**src/hdl/pid_position_incremental_controller_macros.svh**
```systemverilog
// ----------------------------------------------------------------------------
// pid controller assertion macros
// shared implication checks for the controller and its serial multiplier
// ----------------------------------------------------------------------------
`ifndef PID_POSITION_INCREMENTAL_CONTROLLER_MACROS_SVH
`define PID_POSITION_INCREMENTAL_CONTROLLER_MACROS_SVH

// same-cycle implication
`define PIDC_ASSERT_IMP(lbl, ante, cons, msg) \
  lbl: assert property (@(posedge clk_i) disable iff (!rst_ni) (ante) |-> (cons)) \
    else $error(msg);

// next-cycle implication
`define PIDC_ASSERT_NXT(lbl, ante, cons, msg) \
  lbl: assert property (@(posedge clk_i) disable iff (!rst_ni) (ante) |=> (cons)) \
    else $error(msg);

`endif

```
**src/hdl/pidc_pkg.sv**
```systemverilog
// ----------------------------------------------------------------------------
// pidc_pkg
// shared types, constants and saturation helpers of the pid controller
// ----------------------------------------------------------------------------
package pidc_pkg;

  localparam int unsigned DataW = 32;
  localparam int unsigned IntegW = 48;
  localparam int unsigned McandW = 48;
  localparam int unsigned MplierW = 33;
  localparam int unsigned ProdW = McandW + MplierW + 1;
  localparam int unsigned SumW = 68;
  localparam int unsigned CntW = 6;

  localparam logic signed [31:0] PosLimit = 32'sd4587520;
  localparam logic signed [31:0] IncLimit = 32'sd3932160;
  localparam logic [16:0] AlphaOne = 17'd65536;

  localparam logic [2:0] RegMode = 3'd0;
  localparam logic [2:0] RegSetpoint = 3'd1;
  localparam logic [2:0] RegGainP = 3'd2;
  localparam logic [2:0] RegGainI = 3'd3;
  localparam logic [2:0] RegGainD = 3'd4;
  localparam logic [2:0] RegFilter = 3'd5;
  localparam logic [2:0] RegUpper = 3'd6;
  localparam logic [2:0] RegLower = 3'd7;

  typedef enum logic [3:0] {
    S_IDLE, S_ERR, S_UPD, S_MUL_P, S_MUL_I, S_MUL_T, S_MUL_F, S_MUL_A,
    S_SUM, S_CLAMP, S_DONE
  } state_e;

  typedef struct packed {
    logic                      start;
    logic signed [McandW-1:0]  mcand;
    logic signed [MplierW-1:0] mplier;
  } mul_req_t;

  function automatic logic signed [31:0] sat32(input logic signed [SumW-1:0] v);
    logic signed [SumW-1:0] hi;
    logic signed [SumW-1:0] lo;
    hi = SumW'(32'sh7fffffff);
    lo = -SumW'(33'sh080000000);
    if (v > hi) return 32'sh7fffffff;
    else if (v < lo) return 32'sh80000000;
    else return v[31:0];
  endfunction

  function automatic logic signed [47:0] sat48(input logic signed [49:0] v);
    if (v > 50'sh07fffffffffff) return 48'sh7fffffffffff;
    else if (v < -50'sh00800000000000) return 48'sh800000000000;
    else return v[47:0];
  endfunction

endpackage

```
**src/hdl/pidc_smul.sv**
```systemverilog
// ----------------------------------------------------------------------------
// pidc_smul
// bit-serial signed shift-and-add multiplier, one multiplier bit per cycle
// ----------------------------------------------------------------------------
module pidc_smul import pidc_pkg::*; (
  input  logic                    clk_i,
  input  logic                    rst_ni,
  input  mul_req_t                mul_req_i,
  output logic                    done_o,
  output logic signed [ProdW-1:0] prod_o
);

  logic signed [ProdW-1:0]   acc_q, mc_q, addend;
  logic signed [MplierW-1:0] mp_q;
  logic [CntW-1:0]           cnt_q;
  logic                      busy_q, done_q;

  assign addend = mp_q[0] ? mc_q : '0;

  always_ff @(posedge clk_i or negedge rst_ni) begin
    if (!rst_ni) begin
      busy_q <= 1'b0;
      done_q <= 1'b0;
      cnt_q  <= '0;
    end else begin
      done_q <= 1'b0;
      if (mul_req_i.start) begin
        busy_q <= 1'b1;
        cnt_q  <= '0;
      end else if (busy_q) begin
        cnt_q <= cnt_q + 1'b1;
        if (cnt_q == CntW'(MplierW - 1)) begin
          busy_q <= 1'b0;
          done_q <= 1'b1;
        end
      end
    end
  end

  always_ff @(posedge clk_i) begin
    if (mul_req_i.start) begin
      acc_q <= '0;
      mc_q  <= ProdW'(mul_req_i.mcand);
      mp_q  <= mul_req_i.mplier;
    end else if (busy_q) begin
      // sign bit of the multiplier carries negative weight
      acc_q <= (cnt_q == CntW'(MplierW - 1)) ? acc_q - addend : acc_q + addend;
      mc_q  <= mc_q <<< 1;
      mp_q  <= mp_q >>> 1;
    end
  end

  assign done_o = done_q;
  assign prod_o = acc_q;

`include "pid_position_incremental_controller_macros.svh"

  `PIDC_ASSERT_NXT(a_start_busy, mul_req_i.start, busy_q && !done_q, "start did not begin")
  `PIDC_ASSERT_IMP(a_done_idle, done_q, !busy_q, "done while busy")
  `PIDC_ASSERT_IMP(a_cnt_range, busy_q, cnt_q < CntW'(MplierW), "step count overrun")

endmodule

```
**src/hdl/pid_position_incremental_controller.sv**
```systemverilog
// ----------------------------------------------------------------------------
// pid_position_incremental_controller
// pid controller, positional or incremental, with integral separation,
// filtered derivative and output clamp; products formed bit-serially
// ----------------------------------------------------------------------------
// channel | direction | handshake            | payload
// in      | input     | in_valid_i/in_stall_o | measurement_i
// out     | output    | out_valid_o/out_stall_i | drive_o, clamped_o
// cfg     | input     | cfg_we_i             | cfg_index_i, cfg_wdata_i
//
// a request passes from accept to result through error, update, five products
// through the one serial multiplier, sum, clamp and hand-off; the next request
// is taken once the controller is back in idle after the hand-off
// one request is in work at a time; the next is taken while a result waits
// reset is asynchronous, active low, and needs no clearing pass
// a stalled result holds its output register; work stops before hand-off
// ----------------------------------------------------------------------------
module pid_position_incremental_controller import pidc_pkg::*; (
  input  logic               clk_i,
  input  logic               rst_ni,
  input  logic               in_valid_i,
  output logic               in_stall_o,
  input  logic signed [31:0] measurement_i,
  output logic               out_valid_o,
  input  logic               out_stall_i,
  output logic signed [31:0] drive_o,
  output logic               clamped_o,
  input  logic               cfg_we_i,
  input  logic [2:0]         cfg_index_i,
  input  logic [31:0]        cfg_wdata_i
);

  state_e state_q, state_d;
  logic   issued_q, issued_d;

  logic               mode_q;
  logic signed [31:0] setpoint_q, gain_p_q, gain_i_q, gain_d_q, upper_q, lower_q;
  logic [16:0]        filter_q;

  logic signed [31:0] err_prev_q, err_prev2_q, deriv_prev_q, out_acc_q;
  logic signed [47:0] integ_q;

  logic signed [31:0] meas_q, e_q, delta_q, x_q, t_q, d_q;
  logic signed [SumW-1:0] p_q, i_q, f_q, r_q;
  logic signed [31:0] res_drive_q;
  logic               res_hit_q;
  logic               out_valid_q, out_clamped_q;
  logic signed [31:0] out_drive_q;

  mul_req_t               mul_req;
  logic                   mul_done;
  logic signed [ProdW-1:0] prod;
  logic signed [SumW-1:0]  prod_sh;

  logic [16:0] alpha, alpha_c;
  logic signed [32:0] half;
  logic signed [34:0] delta_inc;
  logic signed [SumW-1:0] sum_r, upper_x, lower_x;
  logic in_acc, out_free;

  assign in_acc   = in_valid_i && !in_stall_o;
  assign out_free = !out_valid_q || !out_stall_i;
  assign alpha    = (filter_q > AlphaOne) ? AlphaOne : filter_q;
  assign alpha_c  = AlphaOne - alpha;
  assign prod_sh  = SumW'(signed'(prod[ProdW-1:16]));
  assign half     = 33'((34'(e_q) + 34'(err_prev_q)) >>> 1);
  assign delta_inc = 35'(e_q) - (35'(err_prev_q) <<< 1) + 35'(err_prev2_q);
  assign sum_r    = p_q + i_q + SumW'(d_q) + (mode_q ? SumW'(out_acc_q) : '0);
  assign upper_x  = SumW'(upper_q);
  assign lower_x  = SumW'(lower_q);

  pidc_smul u_smul (
    .clk_i     (clk_i),
    .rst_ni    (rst_ni),
    .mul_req_i (mul_req),
    .done_o    (mul_done),
    .prod_o    (prod)
  );

  always_ff @(posedge clk_i or negedge rst_ni) begin
    if (!rst_ni) begin
      state_q  <= S_IDLE;
      issued_q <= 1'b0;
    end else begin
      state_q  <= state_d;
      issued_q <= issued_d;
    end
  end

  always_comb begin
    state_d  = state_q;
    issued_d = issued_q;
    mul_req  = '{start: 1'b0, mcand: '0, mplier: '0};
    case (state_q)
      S_IDLE:  if (in_valid_i) state_d = S_ERR;
      S_ERR:   state_d = S_UPD;
      S_UPD:   state_d = S_MUL_P;
      S_MUL_P, S_MUL_I, S_MUL_T, S_MUL_F, S_MUL_A: begin
        case (state_q)
          S_MUL_P: begin
            mul_req.mcand = McandW'(x_q);
            mul_req.mplier = MplierW'(gain_p_q);
          end
          S_MUL_I: begin
            mul_req.mcand = integ_q;
            mul_req.mplier = MplierW'(gain_i_q);
          end
          S_MUL_T: begin
            mul_req.mcand = McandW'(delta_q);
            mul_req.mplier = MplierW'(gain_d_q);
          end
          S_MUL_F: begin
            mul_req.mcand = McandW'(t_q);
            mul_req.mplier = MplierW'({1'b0, alpha_c});
          end
          default: begin
            mul_req.mcand = McandW'(deriv_prev_q);
            mul_req.mplier = MplierW'({1'b0, alpha});
          end
        endcase
        if (!issued_q) begin
          mul_req.start = 1'b1;
          issued_d = 1'b1;
        end else if (mul_done) begin
          issued_d = 1'b0;
          case (state_q)
            S_MUL_P: state_d = S_MUL_I;
            S_MUL_I: state_d = S_MUL_T;
            S_MUL_T: state_d = S_MUL_F;
            S_MUL_F: state_d = S_MUL_A;
            default: state_d = S_SUM;
          endcase
        end
      end
      S_SUM:   state_d = S_CLAMP;
      S_CLAMP: state_d = S_DONE;
      S_DONE:  if (out_free) state_d = S_IDLE;
      default: state_d = S_IDLE;
    endcase
  end

  assign in_stall_o = (state_q != S_IDLE);

  // configuration registers
  always_ff @(posedge clk_i or negedge rst_ni) begin
    if (!rst_ni) begin
      mode_q     <= 1'b0;
      setpoint_q <= '0;
      gain_p_q   <= '0;
      gain_i_q   <= '0;
      gain_d_q   <= '0;
      filter_q   <= 17'd6554;
      upper_q    <= 32'sd11796480;
      lower_q    <= '0;
    end else if (cfg_we_i) begin
      case (cfg_index_i)
        RegMode:     mode_q     <= cfg_wdata_i[0];
        RegSetpoint: setpoint_q <= cfg_wdata_i;
        RegGainP:    gain_p_q   <= cfg_wdata_i;
        RegGainI:    gain_i_q   <= cfg_wdata_i;
        RegGainD:    gain_d_q   <= cfg_wdata_i;
        RegFilter:   filter_q   <= cfg_wdata_i[16:0];
        RegUpper:    upper_q    <= cfg_wdata_i;
        RegLower:    lower_q    <= cfg_wdata_i;
        default:     mode_q     <= mode_q;
      endcase
    end
  end

  // controller state
  always_ff @(posedge clk_i or negedge rst_ni) begin
    if (!rst_ni) begin
      err_prev_q   <= '0;
      err_prev2_q  <= '0;
      integ_q      <= '0;
      deriv_prev_q <= '0;
      out_acc_q    <= '0;
    end else begin
      if (state_q == S_UPD) begin
        if (!mode_q && e_q <= PosLimit) integ_q <= sat48(50'(integ_q) + 50'(half));
        else if (mode_q && e_q < IncLimit) integ_q <= 48'(e_q);
      end
      if (state_q == S_DONE && out_free) begin
        if (mode_q) err_prev2_q <= err_prev_q;
        err_prev_q   <= e_q;
        deriv_prev_q <= d_q;
        out_acc_q    <= res_drive_q;
      end
    end
  end

  // datapath registers
  always_ff @(posedge clk_i) begin
    case (state_q)
      S_IDLE: if (in_acc) meas_q <= measurement_i;
      S_ERR:  e_q <= sat32(SumW'(setpoint_q) - SumW'(meas_q));
      S_UPD: begin
        if (mode_q) begin
          delta_q <= sat32(SumW'(delta_inc));
          x_q     <= sat32(SumW'(e_q) - SumW'(err_prev_q));
        end else begin
          delta_q <= sat32(SumW'(e_q) - SumW'(err_prev_q));
          x_q     <= e_q;
        end
      end
      S_MUL_P: if (mul_done) p_q <= prod_sh;
      S_MUL_I: if (mul_done) i_q <= prod_sh;
      S_MUL_T: if (mul_done) t_q <= sat32(prod_sh);
      S_MUL_F: if (mul_done) f_q <= prod_sh;
      S_MUL_A: if (mul_done) d_q <= sat32(f_q + prod_sh);
      S_SUM:  r_q <= sum_r;
      S_CLAMP: begin
        // lower limit applied last wins on crossed limits
        if (r_q > upper_x) begin
          res_drive_q <= (upper_x < lower_x) ? lower_q : upper_q;
          res_hit_q   <= 1'b1;
        end else if (r_q < lower_x) begin
          res_drive_q <= lower_q;
          res_hit_q   <= 1'b1;
        end else begin
          res_drive_q <= r_q[31:0];
          res_hit_q   <= 1'b0;
        end
      end
      default: res_hit_q <= res_hit_q;
    endcase
  end

  // output register
  always_ff @(posedge clk_i or negedge rst_ni) begin
    if (!rst_ni) begin
      out_valid_q <= 1'b0;
    end else if (state_q == S_DONE && out_free) begin
      out_valid_q <= 1'b1;
    end else if (!out_stall_i) begin
      out_valid_q <= 1'b0;
    end
  end

  always_ff @(posedge clk_i) begin
    if (state_q == S_DONE && out_free) begin
      out_drive_q   <= res_drive_q;
      out_clamped_q <= res_hit_q;
    end
  end

  assign out_valid_o = out_valid_q;
  assign drive_o     = out_drive_q;
  assign clamped_o   = out_clamped_q;

`include "pid_position_incremental_controller_macros.svh"

  `PIDC_ASSERT_NXT(a_acc_err, in_acc, state_q == S_ERR, "request did not start")
  `PIDC_ASSERT_IMP(a_load_done, $rose(out_valid_q), $past(state_q) == S_DONE, "stray result")
  `PIDC_ASSERT_IMP(a_mul_state, mul_done, state_q == S_MUL_P || state_q == S_MUL_I || state_q == S_MUL_T || state_q == S_MUL_F || state_q == S_MUL_A, "product outside multiply step")

endmodule

```
**config.mk**
```make
export PLATFORM = sky130hd
export DESIGN_NAME = pid_position_incremental_controller
export DESIGN_NICKNAME = d
export VERILOG_FILES = /design/src/hdl/pidc_pkg.sv /design/src/hdl/pidc_smul.sv /design/src/hdl/pid_position_incremental_controller.sv
export VERILOG_INCLUDE_DIRS = /design/src /design/src/hdl
export SDC_FILE = /design/constraint.sdc
export NUM_CORES = 2
export LEC_CHECK = 0
export ABC_AREA = 1
export BUFFER_PORTS_ARGS = -buffer_cell sky130_fd_sc_hd__buf_2
export CAP_MARGIN = 10
export CORE_MARGIN = 1.5
export CORE_UTILIZATION = 55
export DETAILED_ROUTE_END_ITERATION = 6
export GPL_TIMING_DRIVEN = 0
export PLACE_DENSITY = 0.71
export SLEW_MARGIN = 10
export SYNTH_ARGS = -nofsm -noshare
export SYNTH_HDL_FRONTEND = slang
export SYNTH_SLANG_ARGS = --single-unit
```
**constraint.sdc**
```tcl
create_clock -name clk_i -period 14.3 [get_ports clk_i]
set_clock_uncertainty 0.05 [all_clocks]
set_input_delay 2.86 -clock clk_i [delete_from_list [all_inputs] [get_ports clk_i]]
set_output_delay 2.86 -clock clk_i [all_outputs]
set_load 0.05 [all_outputs]
```
* Word level (Yosys, flattened, before mapping)
Index checks and enable logic that the tools add are counted.
** Cells by class
- Div/mod/pow operators :: 0
- Equality and inequality tests :: 23
- Magnitude comparators :: 18
- $add $sub $neg :: 14
- Reduce and logical (&&, ||, !) cells :: 32
- Bitwise logic cells :: 0
- Muxes and demuxes :: 46
- Shift-type cells :: 0
- Multiply operators :: 0
** Operator list (count)
- $mux W32 :: 13
- $mux W82 :: 5
- $pmux W81 S4 :: 1
- $mux W48 :: 4
- $add A66 B66 Y67 :: 2
- $add A82 B82 Y82 :: 1
- $sub A82 B82 Y82 :: 1
- $add A67 B32 Y68 :: 1
- $add A68 B68 Y68 :: 1
- $gt A68 B32 Y1 :: 1
- $lt A68 B32 Y1 :: 1
- $mux W68 :: 1
- $gt A67 B32 Y1 const B :: 1
- $lt A67 B32 Y1 const B :: 1
- $gt A33 B32 Y1 const B :: 2
- $gt A66 B32 Y1 const B :: 1
- $lt A33 B32 Y1 const B :: 2
- $lt A66 B32 Y1 const B :: 1
- $sub A32 B32 Y33 :: 2
- $add A48 B32 Y49 :: 1
- $gt A49 B48 Y1 const B :: 1
- $lt A49 B48 Y1 const B :: 1
- $add A34 B32 Y35 :: 1
- $gt A35 B32 Y1 const B :: 1
- 36 further kinds :: 86
** Word-level totals
- Input bits :: 72
- Word-level logic and storage cells :: 170
- Bits in writable memories :: 0
- Memory bits (read-only) :: 0
- Memories kept :: 0
- Output and inout bits :: 35
- Flip-flop bits (word level) :: 1121
- Bits in latches :: 0

* Longest topological paths before layout
- Depth in word-level cells :: 6
- Depth in mapped cells :: 34

* Modules after synthesis
A second synthesis with hierarchy kept.
** Second synthesis, totals
- Cells, all modules :: 11241
- Area, all modules :: 83455.0 sq um
** By module, submodules not included
- pid_position_incremental_controller :: seq. area each 25558.3 sq um, cells an instance 8312, times used 1, area an instance 65526.6 sq um
- pidc_smul :: seq. area each 5295.1 sq um, cells an instance 2929, times used 1, area an instance 17928.4 sq um

* Least setup slack after synthesis
OpenSTA, ideal clock, no wires.
- Path type :: reg2reg
- Start :: reg state_q[2]
- End :: reg r_q[0] (enable)
- Stages on the path, launching flop included :: 4
- Arrival time :: 5.206 ns
- Slack :: 8.464 ns
- Period minus slack after synthesis :: 5.836 ns
- Path buffers :: 0
- Setup time :: 0.580 ns
- Cells stage by stage :: dfrtp_1 > nor2_1 > inv_1 > nor3_1
** Between the ends
- Longest elaborated chain between the ends :: 1
** Ends and longest elaborated chain
- start, declared :: line pid_position_incremental_controller.sv:33 : state_e state_q, state_d;
- start signal, assigned :: line pid_position_incremental_controller.sv:85 : state_q <= state_d;
- $eq A4 B4 Y1 :: line pid_position_incremental_controller.sv:194 : case (state_q)
- end signal, assigned :: line pid_position_incremental_controller.sv:211 : S_SUM: r_q <= sum_r;
- end, declared :: line pid_position_incremental_controller.sv:44 : logic signed [SumW-1:0] p_q, i_q, f_q, r_q;
No other way between the ends.
A chain may end at the register's enable or synchronous reset.

* Final worst setup path
- Start :: reg u_smul.cnt_q[0]
- End :: reg u_smul.acc_q[39] (netlist: u_smul.prod_o[39])
** Between the ends
- Longest elaborated chain between the ends :: 2
** Ends and longest elaborated chain
- start, declared :: line pidc_smul.sv:15 : logic [CntW-1:0] cnt_q;
- start signal, assigned :: line pidc_smul.sv:31 : cnt_q <= cnt_q + 1'b1;
- $eq A6 B6 Y1 :: line pidc_smul.sv:47 : acc_q <= (cnt_q == CntW'(MplierW - 1)) ? acc_q - addend : acc_q + addend;
- $mux W82 :: line pidc_smul.sv:47
- end signal, assigned :: line pidc_smul.sv:47
- end, declared :: line pidc_smul.sv:13 : logic signed [ProdW-1:0] acc_q, mc_q, addend;
No other way between the ends.

==> flow_summary.json <==
{
  "final_nets": 12100,
  "ys_types": 78,
  "tightest_slew_ns": 1.43,
  "fp.dieArea_um2": 153000,
  "tns_ns": 0,
  "viasPerCell": 5.83,
  "criticalPathCategory": "register to register",
  "routed_wl_mm": 303,
  "cellLeakagePower_nw": 43.6,
  "rsz0062_at_grt": "no",
  "yosys_register_bits": 1121,
  "port_buffers": 106,
  "yosysMostFrequentCell": "nand2_1",
  "finalCriticalPeriod_ns": 6.65,
  "grt-ovfl-total": 0,
  "fp-row-count": 142,
  "initial_core_util_pct": 55.4,
  "gp_congestion": 1.08,
  "grt_usage_pct": 39.1,
  "worst_slack_ns": 7.65,
  "h-tree-depth": 3,
  "clk_pin_slew_worst_paths_ns": 0.07,
  "numCtsBuffers": 121,
  "finalSetupViolations": 0,
  "slew_headroom_pct": 4.62,
  "pre_cts_ws_ns": 7.96,
  "area_growth_pct": 9.71,
  "worst_setup_path_start_kind": "register",
  "critPathRequiredTime_ns": 14.92,
  "grt_pass1_vias": 74500,
  "synth_nets": 11800,
  "post_cts_resized": 0,
  "seq_area_frac_synth_pct": 37.2,
  "ys_warn_count": 0,
  "instances_no_fill": 13400,
  "place_inst": 13100,
  "mappedNetlistArea_um2": 83000,
  "fp.dieH_um": 391,
  "violations": "DRC",
  "synthTopCellsByCount": "nand2_1 (3,049), inv_1 (1,548), nor2_1 (986)",
  "post_cts_buffers": 0,
  "dp_hpwl_mm": 247,
  "first_pass_iters": 7,
  "cts_buffer_depth": 3,
  "cts_tree": "done",
  "grt_max_degree": 113,
  "finalMaxSlewViolations": 0,
  "synthCells": 11000,
  "end_kind": "register",
  "num_vias": 78000,
  "fmax_ghz": 0.150,
  "finalPower_mw": 25.4,
  "cts_hold_buffers": 0,
  "status": "complete, but fails checks",
  "cp.arrival_ns": 7.28,
  "num_io_pins": 107,
  "antenna_found_initial": 15,
  "wire_per_inst_um": 22.6,
  "holdWs_ns": 0.382,
  "drc": 22,
  "final_cell_area_um2": 91000,
  "antenna_left": 0,
  "fin_crit_sh_pct": 46.5,
  "final_util_pct": 60.8,
  "async_reset_ff_share_pct": 35.7,
  "min_path_type": "register to register",
  "die_x_um": 391,
  "cts.sinks": 1121,
  "cts-root-buf": "clkbuf_16",
  "synthTopCellsByArea": "edfxtp_1 (23%), nand2_1 (14%), dfrtp_1 (12%), ha_1 (8.5%), inv_1 (7.0%)",
  "synth_edf_count": 639,
  "fill_cells": 13900,
  "hold_viol": 0,
  "netlist.area_leader.share_pct": 23.1,
  "grt_pass1_wl_mm": 450,
  "max-cap-violations": 0,
  "peakVddDrop_v": 0.000344,
  "layout-drive-gt1-share_pct": 5.26,
  "crit_fanout": 10,
  "synthFlopType": "edfxtp_1",
  "clk-insertion-delay-late_ns": 0.78,
  "core_um2": 150000,
  "drtIter0Drc": 8397,
  "placed_area_um2": 86700,
  "cellPowerDensity_nw_per_um2": 279,
  "syn_area_per_cell_um2": 7.55,
  "synth_area_leader_cell": "edfxtp_1"
}
==> per-layer routing <==
layer	global-route usage, %	wire length [um]
met1	52.0	123000
met2	60.3	131000
met3	9.25	31700
met4	18.4	16400
met5	0	7
==> state kept, by name, summed over array words and instances, names as in the netlist, 33 cells and up <==
register / cells
f_q: 66
i_q: 66
integ_q: 48
p_q: 66
r_q: 68
u_smul.mc_q: 82
u_smul.mp_q: 33
u_smul.prod_o: 82
==> worst max-delay path, stage by stage, from the launching register on <==
cell and delay, ns:
dfrtp_1 0.38, inv_1 0.13, ha_1 0.17, nand4_1 0.47, inv_2 0.38, buf_1 0.84
nor2_1 0.13, xor2_1 0.42, ha_1 0.39, a21oi_1 0.21, nand2_1 0.28, a21oi_1 0.63
inv_1 0.14, a21oi_1 0.45, inv_1 0.13, a21oi_1 0.37, o21ai_0 0.31, xor2_1 0.46
o21ai_0 0.15, inv_1 0.06
==> final timing paths <==
kind | from | endpoint | slack (ns) | cells after the start
max reg2reg | u_smul.cnt_q[0]$_DFFE_PN0P_ | u_smul.prod_o[39]$_SDFFE_PP0P_ | 7.65 | 19
min | res_hit_q$_SDFFCE_PP1P_ | clamped_o$_DFFE_PP_ | 0.38 | 0
min in group asynchronous | rst_ni | err_prev2_q[28]$_DFFE_PN0P_ | 1.82 | 1
min reg2reg | res_hit_q$_SDFFCE_PP1P_ | clamped_o$_DFFE_PP_ | 0.38 | 0
max | u_smul.cnt_q[0]$_DFFE_PN0P_ | u_smul.prod_o[39]$_SDFFE_PP0P_ | 7.65 | 19
max in group asynchronous | rst_ni | lower_q[27]$_DFFE_PN0P_ | 10.58 | 4
==> report_power, final <==
group / switching [mW] / leakage, nW / total, mW / internal, mW
Clock: 1.47 / 2.09 / 3.39 / 1.92
Sequential: 1.21 / 11.8 / 5.84 / 4.63
Combinational: 11.2 / 29.7 / 16.1 / 4.96
Total: 13.8 / 43.6 / 25.4 / 11.5
==> kinds of logic (layout without fill, tap and decap cells) <==
group	count (synthesis)	after routing	synth area share (%)
xor gates and xnor gates	368	368	3.89
AOI/OAI and AO/OA	2051	2051	13.7
muxes	2	2	0.0271
DFF	1121	1121	37.2
adders and majority gates	737	737	12.7
and+or+nand+nor	4848	4848	23.9
other	0	5	0
buffers and inverters	1856	2226	8.60
==> cell usage in the layout, fill, tap and decap left out, drive strengths merged, types with 276 or more instances in the layout <==
cell type / netlist / routed
edfxtp: 639 / 639
a21oi: 791 / 791
inv: 1576 / 1592
nand2: 3074 / 3074
clkbuf: 194 / 353
o21ai: 853 / 853
dfrtp: 389 / 389
xor2: 276 / 276
nor2: 1022 / 1022
ha: 566 / 566
nand3: 361 / 361
==> area by class of cell <==
class                           count  area, um2  share of cell area [%]
Antenna cell                        5       12.5                  0.0137
Buffer                            277       1210                    1.33
Clock buffer                      159       3480                    3.82
Clock inverter                     72        840                   0.923
Inverter                         1579       5930                    6.51
Multi-Input combinational cell   8006      45000                    49.5
Sequential cell                  1121      30900                    33.9
Tap cell                         2016       2520                    2.77
Timing Repair Buffer              139       1120                    1.23
Note: power is estimated with default switching activity, not from simulation.
